`config.mk`:
```
export PLATFORM = sky130hd
export DESIGN_NAME = dark_row_run_detector
export DESIGN_NICKNAME = d
export VERILOG_FILES = /design/src/hdl/drrd_pkg.sv /design/src/hdl/drrd_cfg.sv /design/src/hdl/drrd_core.sv /design/src/hdl/drrd_out.sv /design/src/hdl/dark_row_run_detector.sv
export SDC_FILE = /design/constraint.sdc
export NUM_CORES = 1
export LEC_CHECK = 0
export ABC_CLOCK_PERIOD_IN_PS = 5000
export BUFFER_PORTS_ARGS = -buffer_cell sky130_fd_sc_hd__buf_4
export CORE_MARGIN = 2
export CORE_UTILIZATION = 54
export CTS_BUF_LIST = sky130_fd_sc_hd__clkbuf_16
export CTS_CLUSTER_SIZE = 28
export DETAILED_ROUTE_END_ITERATION = 10
export MAX_ROUTING_LAYER = met4
export PLACE_DENSITY = 0.78
export SYNTH_ARGS = -nofsm -noshare
export SYNTH_HDL_FRONTEND = slang
export SYNTH_HIERARCHICAL = 1
export SYNTH_SLANG_ARGS = --single-unit
```
`constraint.sdc`:
```
create_clock -name clk -period 5 [get_ports clk]
set_clock_uncertainty 0.05 [all_clocks]
set_input_delay 0.75 -clock clk [delete_from_list [all_inputs] [get_ports clk]]
set_output_delay 0.75 -clock clk [all_outputs]
set_load 0.005 [all_outputs]
```
`src/hdl/drrd_pkg.sv`:
```
// Shared types, constants and helpers for the dark row run detector.
// No dependencies; imported by every module of the block.
package drrd_pkg;

    localparam int MAX_LINES  = 5;
    localparam int MAX_DIM    = 256;
    localparam int POS_W      = 8;
    localparam int CNT_W      = 9;
    localparam int CFG_W      = 9;
    localparam int LINE_W     = 3;
    localparam int PIX_W      = 16;
    localparam int OUT_DATA_W = 24;
    localparam int PADDR_W    = 4;
    localparam int PDATA_W    = 32;

    localparam logic [1:0] REG_IMAGE_WIDTH  = 2'd0;
    localparam logic [1:0] REG_IMAGE_HEIGHT = 2'd1;
    localparam logic [1:0] REG_DARK_THRESH  = 2'd2;

    typedef struct packed {
        logic [CFG_W-1:0] image_width;
        logic [CFG_W-1:0] image_height;
        logic [CFG_W-1:0] dark_count_threshold;
    } drrd_cfg_t;

    typedef struct packed {
        logic [LINE_W-1:0] line_index;
        logic [POS_W-1:0]  line_end_row;
        logic [POS_W-1:0]  line_start_row;
    } drrd_line_t;

    // Last valid position for a size register: zero acts as one, above MAX_DIM clamps.
    function automatic logic [POS_W-1:0] last_pos(input logic [CFG_W-1:0] size);
        logic [POS_W-1:0] r;
        if (size == '0)
        begin
            r = '0;
        end
        else if (size > CFG_W'(MAX_DIM))
        begin
            r = POS_W'(MAX_DIM - 1);
        end
        else
        begin
            r = POS_W'(size - CFG_W'(1));
        end
        return r;
    endfunction

endpackage

```
`src/hdl/drrd_cfg.sv`:
```
// APB register file: image width, image height, dark count threshold.
// Depends on drrd_pkg.
module drrd_cfg (
    input  logic                          clk,
    input  logic                          rst_n,
    input  logic                          psel,
    input  logic                          penable,
    input  logic                          pwrite,
    input  logic [drrd_pkg::PADDR_W-1:0]  paddr,
    input  logic [drrd_pkg::PDATA_W-1:0]  pwdata,
    output logic [drrd_pkg::PDATA_W-1:0]  prdata,
    output logic                          pready,
    output drrd_pkg::drrd_cfg_t           cfg
);
    import drrd_pkg::*;

    drrd_cfg_t  cfg_reg;
    drrd_cfg_t  cfg_next;
    logic       wr_en;
    logic [1:0] reg_sel;

    assign pready  = 1'b1;
    assign reg_sel = paddr[3:2];
    assign wr_en   = psel && penable && pwrite && pready;

    always_comb
    begin
        cfg_next = cfg_reg;
        if (wr_en)
        begin
            case (reg_sel)
                REG_IMAGE_WIDTH:  cfg_next.image_width          = pwdata[CFG_W-1:0];
                REG_IMAGE_HEIGHT: cfg_next.image_height         = pwdata[CFG_W-1:0];
                REG_DARK_THRESH:  cfg_next.dark_count_threshold = pwdata[CFG_W-1:0];
                default:          cfg_next = cfg_reg;
            endcase
        end
    end

    always_comb
    begin
        case (reg_sel)
            REG_IMAGE_WIDTH:  prdata = PDATA_W'(cfg_reg.image_width);
            REG_IMAGE_HEIGHT: prdata = PDATA_W'(cfg_reg.image_height);
            REG_DARK_THRESH:  prdata = PDATA_W'(cfg_reg.dark_count_threshold);
            default:          prdata = '0;
        endcase
    end

    always_ff @(posedge clk or negedge rst_n)
    begin
        if (!rst_n)
        begin
            cfg_reg.image_width          <= CFG_W'(240);
            cfg_reg.image_height         <= CFG_W'(240);
            cfg_reg.dark_count_threshold <= CFG_W'(120);
        end
        else
        begin
            cfg_reg <= cfg_next;
        end
    end

    assign cfg = cfg_reg;

endmodule

```
`src/hdl/drrd_core.sv`:
```
// Pixel input register, row/column counters, black count and run tracking.
// Depends on drrd_pkg.
module drrd_core (
    input  logic                        clk,
    input  logic                        rst_n,
    input  drrd_pkg::drrd_cfg_t         cfg,
    input  logic                        s_tvalid,
    output logic                        s_tready,
    input  logic [drrd_pkg::PIX_W-1:0]  s_tdata,
    input  logic                        room,
    output logic                        push,
    output drrd_pkg::drrd_line_t        push_line
);
    import drrd_pkg::*;

    logic              pix_valid_reg;
    logic              pix_valid_next;
    logic [PIX_W-1:0]  pix_reg;
    logic [POS_W-1:0]  col_reg;
    logic [POS_W-1:0]  col_next;
    logic [POS_W-1:0]  row_reg;
    logic [POS_W-1:0]  row_next;
    logic [CNT_W-1:0]  cnt_reg;
    logic [CNT_W-1:0]  cnt_next;
    logic              run_open_reg;
    logic              run_open_next;
    logic [POS_W-1:0]  first_row_reg;
    logic [POS_W-1:0]  first_row_next;
    logic [LINE_W-1:0] lines_reg;
    logic [LINE_W-1:0] lines_next;

    logic              proceed;
    logic              s_accept;
    logic [CNT_W-1:0]  cnt_inc;
    logic [POS_W-1:0]  w_last;
    logic [POS_W-1:0]  h_last;
    logic              row_end;
    logic              last_row;
    logic              dark;
    logic              report;

    assign proceed  = pix_valid_reg && room;
    assign s_tready = !pix_valid_reg || proceed;
    assign s_accept = s_tvalid && s_tready;

    assign w_last   = last_pos(cfg.image_width);
    assign h_last   = last_pos(cfg.image_height);
    assign cnt_inc  = cnt_reg + CNT_W'((pix_reg == '0) && (cnt_reg != '1));
    assign row_end  = col_reg >= w_last;
    assign last_row = row_reg >= h_last;
    assign dark     = cnt_inc >= cfg.dark_count_threshold;
    assign report   = proceed && row_end && !dark && run_open_reg && !last_row
                      && (lines_reg < LINE_W'(MAX_LINES));

    assign push                     = report;
    assign push_line.line_start_row = first_row_reg;
    assign push_line.line_end_row   = row_reg - POS_W'(1);
    assign push_line.line_index     = lines_reg;

    always_comb
    begin
        pix_valid_next = pix_valid_reg;
        col_next       = col_reg;
        row_next       = row_reg;
        cnt_next       = cnt_reg;
        run_open_next  = run_open_reg;
        first_row_next = first_row_reg;
        lines_next     = lines_reg;

        if (s_accept)
        begin
            pix_valid_next = 1'b1;
        end
        else if (proceed)
        begin
            pix_valid_next = 1'b0;
        end

        if (proceed)
        begin
            if (!row_end)
            begin
                col_next = col_reg + POS_W'(1);
                cnt_next = cnt_inc;
            end
            else
            begin
                col_next = '0;
                cnt_next = '0;
                if (dark)
                begin
                    if (!run_open_reg)
                    begin
                        run_open_next  = 1'b1;
                        first_row_next = row_reg;
                    end
                end
                else
                begin
                    run_open_next = 1'b0;
                end
                if (report)
                begin
                    lines_next = lines_reg + LINE_W'(1);
                end
                if (last_row)
                begin
                    row_next       = '0;
                    run_open_next  = 1'b0;
                    first_row_next = '0;
                    lines_next     = '0;
                end
                else
                begin
                    row_next = row_reg + POS_W'(1);
                end
            end
        end
    end

    always_ff @(posedge clk)
    begin
        if (s_accept)
        begin
            pix_reg <= s_tdata;
        end
    end

    always_ff @(posedge clk or negedge rst_n)
    begin
        if (!rst_n)
        begin
            pix_valid_reg <= 1'b0;
            col_reg       <= '0;
            row_reg       <= '0;
            cnt_reg       <= '0;
            run_open_reg  <= 1'b0;
            first_row_reg <= '0;
            lines_reg     <= '0;
        end
        else
        begin
            pix_valid_reg <= pix_valid_next;
            col_reg       <= col_next;
            row_reg       <= row_next;
            cnt_reg       <= cnt_next;
            run_open_reg  <= run_open_next;
            first_row_reg <= first_row_next;
            lines_reg     <= lines_next;
        end
    end

endmodule

```
`src/hdl/drrd_out.sv`:
```
// Two-word result buffer driving the master stream side.
// Depends on drrd_pkg.
module drrd_out (
    input  logic                             clk,
    input  logic                             rst_n,
    input  logic                             push,
    input  drrd_pkg::drrd_line_t             push_line,
    output logic                             room,
    output logic                             m_tvalid,
    input  logic                             m_tready,
    output logic [drrd_pkg::OUT_DATA_W-1:0]  m_tdata
);
    import drrd_pkg::*;

    drrd_line_t ent_reg [2];
    logic       wr_ptr_reg;
    logic       wr_ptr_next;
    logic       rd_ptr_reg;
    logic       rd_ptr_next;
    logic [1:0] count_reg;
    logic [1:0] count_next;
    logic       pop;
    drrd_line_t head;

    assign room     = count_reg != 2'd2;
    assign m_tvalid = count_reg != 2'd0;
    assign pop      = m_tvalid && m_tready;
    assign head     = ent_reg[rd_ptr_reg];
    assign m_tdata  = OUT_DATA_W'(head);

    always_comb
    begin
        wr_ptr_next = wr_ptr_reg ^ push;
        rd_ptr_next = rd_ptr_reg ^ pop;
        count_next  = count_reg + 2'(push) - 2'(pop);
    end

    always_ff @(posedge clk)
    begin
        if (push)
        begin
            ent_reg[wr_ptr_reg] <= push_line;
        end
    end

    always_ff @(posedge clk or negedge rst_n)
    begin
        if (!rst_n)
        begin
            wr_ptr_reg <= 1'b0;
            rd_ptr_reg <= 1'b0;
            count_reg  <= 2'd0;
        end
        else
        begin
            wr_ptr_reg <= wr_ptr_next;
            rd_ptr_reg <= rd_ptr_next;
            count_reg  <= count_next;
        end
    end

endmodule

```
`src/hdl/dark_row_run_detector.sv`:
```
// Top level of the dark row run detector: register file, pixel core, result buffer.
// Depends on drrd_pkg, drrd_cfg, drrd_core, drrd_out.
//
// Takes one pixel per clock in raster order and reports each dark-row run
// (first row, last row, index in frame) that a non-dark row other than the
// frame's last closes, up to MAX_LINES per frame, on that row's last pixel.
// A pixel passes through an input register. Once the result buffer has room,
// the counters and compare update and any report is written into the result
// buffer, which drives m_tvalid. The result side is a two-word buffer; the pixel
// side stalls only when that buffer is full. Size and threshold registers take
// effect immediately and are meant to be written while no word is in flight.
module dark_row_run_detector (
    input  logic                             clk,
    input  logic                             rst_n,
    input  logic                             psel,
    input  logic                             penable,
    input  logic                             pwrite,
    input  logic [drrd_pkg::PADDR_W-1:0]     paddr,
    input  logic [drrd_pkg::PDATA_W-1:0]     pwdata,
    output logic [drrd_pkg::PDATA_W-1:0]     prdata,
    output logic                             pready,
    input  logic                             s_tvalid,
    output logic                             s_tready,
    input  logic [drrd_pkg::PIX_W-1:0]       s_tdata,   // [15:0] pixel_value
    output logic                             m_tvalid,
    input  logic                             m_tready,
    output logic [drrd_pkg::OUT_DATA_W-1:0]  m_tdata    // [7:0] line_start_row,
                                                        // [15:8] line_end_row,
                                                        // [18:16] line_index, zero above
);
    import drrd_pkg::*;

    drrd_cfg_t  cfg;
    logic       room;
    logic       push;
    drrd_line_t push_line;

    drrd_cfg u_cfg (
        .clk     (clk),
        .rst_n   (rst_n),
        .psel    (psel),
        .penable (penable),
        .pwrite  (pwrite),
        .paddr   (paddr),
        .pwdata  (pwdata),
        .prdata  (prdata),
        .pready  (pready),
        .cfg     (cfg)
    );

    drrd_core u_core (
        .clk       (clk),
        .rst_n     (rst_n),
        .cfg       (cfg),
        .s_tvalid  (s_tvalid),
        .s_tready  (s_tready),
        .s_tdata   (s_tdata),
        .room      (room),
        .push      (push),
        .push_line (push_line)
    );

    drrd_out u_out (
        .clk       (clk),
        .rst_n     (rst_n),
        .push      (push),
        .push_line (push_line),
        .room      (room),
        .m_tvalid  (m_tvalid),
        .m_tready  (m_tready),
        .m_tdata   (m_tdata)
    );

endmodule

```
==> run summary <==
die width - 115 microns
Avg Cell Area, Syn - 11.7 sq um
Sw Ratio - 28.9%
Pwr Density - 484 nW/um^2
Clock Power Share - 36.6%
clock root cell - clkbuf_16
die area - 13,200 sq um
CP arrival - 4390 ps
# port buffers - 63
Cells after Synth - 566
Worst-path clk slew - 50 ps
Synth Flop Type - dfrtp_1
Finished Layout Cells - 792
Async S/R FF share, synth - 56.1%
top cell type's share of synthesized area - 24.5%
DRC viols - 0
Tcrit/Tclk final - 87.7%
Cell Area, Synth - 6630 sq um
Final Max Slew Viols - 0
CTS tree - done
HPWL Detailed - 8950 microns
CP Launch Point - u_core/pix_reg[13]
Min Clock Period, post-route - 4390 ps
Ports - 118
Worst VDD drop - 0.000241 V
largest net degree at the start of global routing - 70
Yosys warnings - 6
number of synthesized flops with an enable pin - 54
Cells after DPL - 760
FF-to-FF path depth - 15
Sequential Power Share - 37.9%
Starting Density - 55.2%
Post-CTS Hold Buffers - 0
core area - 12,000 sq um
Crit. End Element - flip-flop
Vert. Die Dim - 115 microns
startpoint types - flip-flop
final WL - 12,800 microns
cell row count - 40
Comb power frac - 25.4%
Initial DRT Pass Iterations - 5
Worst-Margin Slew - 1130 ps
drt first-iter violations - 272
most frequent cell after synthesis - dfrtp_1
Synth area leader - edfxtp_1
Synth area leaders - edfxtp_1, dfrtp_1, ha_1, mux2_4, dfstp_2
crit path kind - reg2reg
setup slack, reg-to-reg - 610 ps
NumNets Final - 728
critical path peak fanout - 19
Yosys reg bits - 123
Via Count - 4,420
total track usage - 20.9%
initial antenna violation count - 0
FILL cells - 899
Hold Fails Final Rpt - 0
CTS Buf Count - 17
P_sw - 1.09 mW
global placer's final weighted congestion - 0.916
n_diodes - 0
Slew HR - 24.7%
Syn-to-layout area delta - 17.3%
P_int - 2.67 mW
Max-cap violations - 0
reg2reg start - u_core/pix_reg[13]
total grt overflow - 0
share of layout cells above drive strength 1 - 26.2%
global-route wire length before repair - 20,700 microns
f_max - 228 MHz
clk sinks - 123
FF-to-FF End - u_out/ent_reg[0][1]
worst path required time - 5000 ps
H-tree depth - 4
worst-skew pair later-pin latency - 420 ps
status - finished clean
vias in the first global route - 4,331
vias per cell - 5.58
Seq/Total Area, Yosys - 50.7%
Yosys cell types - 54
Setup Viol. Count Final - 0
WL/cell - 16.2 microns
RSZ-0062 raised after global routing - false
setup TNS - 0 ps
Antenna Nets Post-Route - 0
Hold/Removal Path Class - in2async
CTS Buffer Depth - 2
most common library cells after synthesis - dfrtp_1, nand2_1, edfxtp_1, o21ai_0, ha_1
max FFs per register - 38
leakage power - 3.51 nW
routing by layer:
metal | vias to the layer above | GRT usage (%) | routed length, microns
met5 | - | - | 0
met4 | 0 | 7.15 | 189
met3 | 15 | 4.90 | 552
met2 | 117 | 35.8 | 6790
met1 | 2178 | 24.4 | 5310
li1 | 2110 | - | -
placed cells by master, fill, tap and decap left out, drive strengths merged, types with 12 or more instances in the layout:
cell type,Yosys,routed
dfstp,12,12
o21ai,43,43
ha,37,37
dfrtp,57,57
mux2,47,47
inv,24,26
conb,3,29
xor2,16,16
nor2,29,29
clkbuf,7,17
edfxtp,54,54
nand2,55,55
buf,39,67
a21oi,14,14
critical path: stages, from the launching register on:
cell and delay, ps:
edfxtp_1 360, nor4_1 370, nand4_1 180, nor2_1 150, ha_1 220, ha_1 240, nand2_1 160, nor2_1 160
xor2_1 250, ha_1 310, a21oi_1 170, o21ai_0 130, a211oi_1 360, nand3_1 150, nor2_2 230, ha_2 530
worst max-delay path by stage:
stage                          end  slack, ps  cells past startpoint
3_3_place_gp   u_out/ent_reg[0][1]        480                     15
5_1_grt        u_out/ent_reg[0][3]        240                     15
4_1_cts        u_out/ent_reg[0][1]        340                     15
3_5_place_dp   u_out/ent_reg[0][5]        370                     15
2_1_floorplan  u_out/ent_reg[0][0]       1040                     15
6_report       u_out/ent_reg[0][1]        610                     15
stage by stage:
stage                     setup WS [ps]  cell area, sq um  hold WS [ps]  utilization (%)  total power [mW]
final                               614              7770           413             64.7              3.76
after CTS                           344              7770           425             64.7              3.79
after detailed placement            374              7100           412             59.1              2.39
after global placement              481              7100           404             59.1              2.33
after floorplan                    1040              6730           392                -              2.09
after global routing                241              7770           446             64.7              3.96
area by class of cell:
| class | count | area (sq um) | share of cell area, % |
|---|---|---|---|
| inverters | 24 | 90.1 | 1.16 |
| clock inverters | 15 | 248 | 3.19 |
| well taps | 147 | 184 | 2.37 |
| multi-input cells | 399 | 2960 | 38.1 |
| repair buffers | 67 | 503 | 6.47 |
| flip-flops and latches | 123 | 3360 | 43.3 |
| clock buffers | 17 | 425 | 5.47 |
kinds of logic after synthesis:
logic type                 Yosys count  synth area share, %
adders and majority gates           39                 7.29
buffers and inverters               70                 6.14
DFF                                123                 50.7
AOI/OAI and AO/OA                   96                 9.74
muxes                               56                 10.9
xor gates and xnor gates            23                 3.04
and+or+nand+nor                    156                 12.0
other                                3                0.170
what timing repair did:
| action | in CTS | in global routing |
|---|---|---|
| setup buffers | 0 | 0 |
| resized for setup | 0 | 1 |
| setup endpoints to repair | 0 | 19 |
power by group through the flow:
stage / clock, mW / combinational [mW] / sequential (mW)
finish: 1.38 / 0.957 / 1.43
global route: 1.44 / 1.07 / 1.45
CTS: 1.40 / 0.962 / 1.43
detailed placement: 0 / 0.943 / 1.44
global placement: 0 / 0.901 / 1.43
floorplan: 0 / 0.734 / 1.35
(Power assumes the default switching activity.)
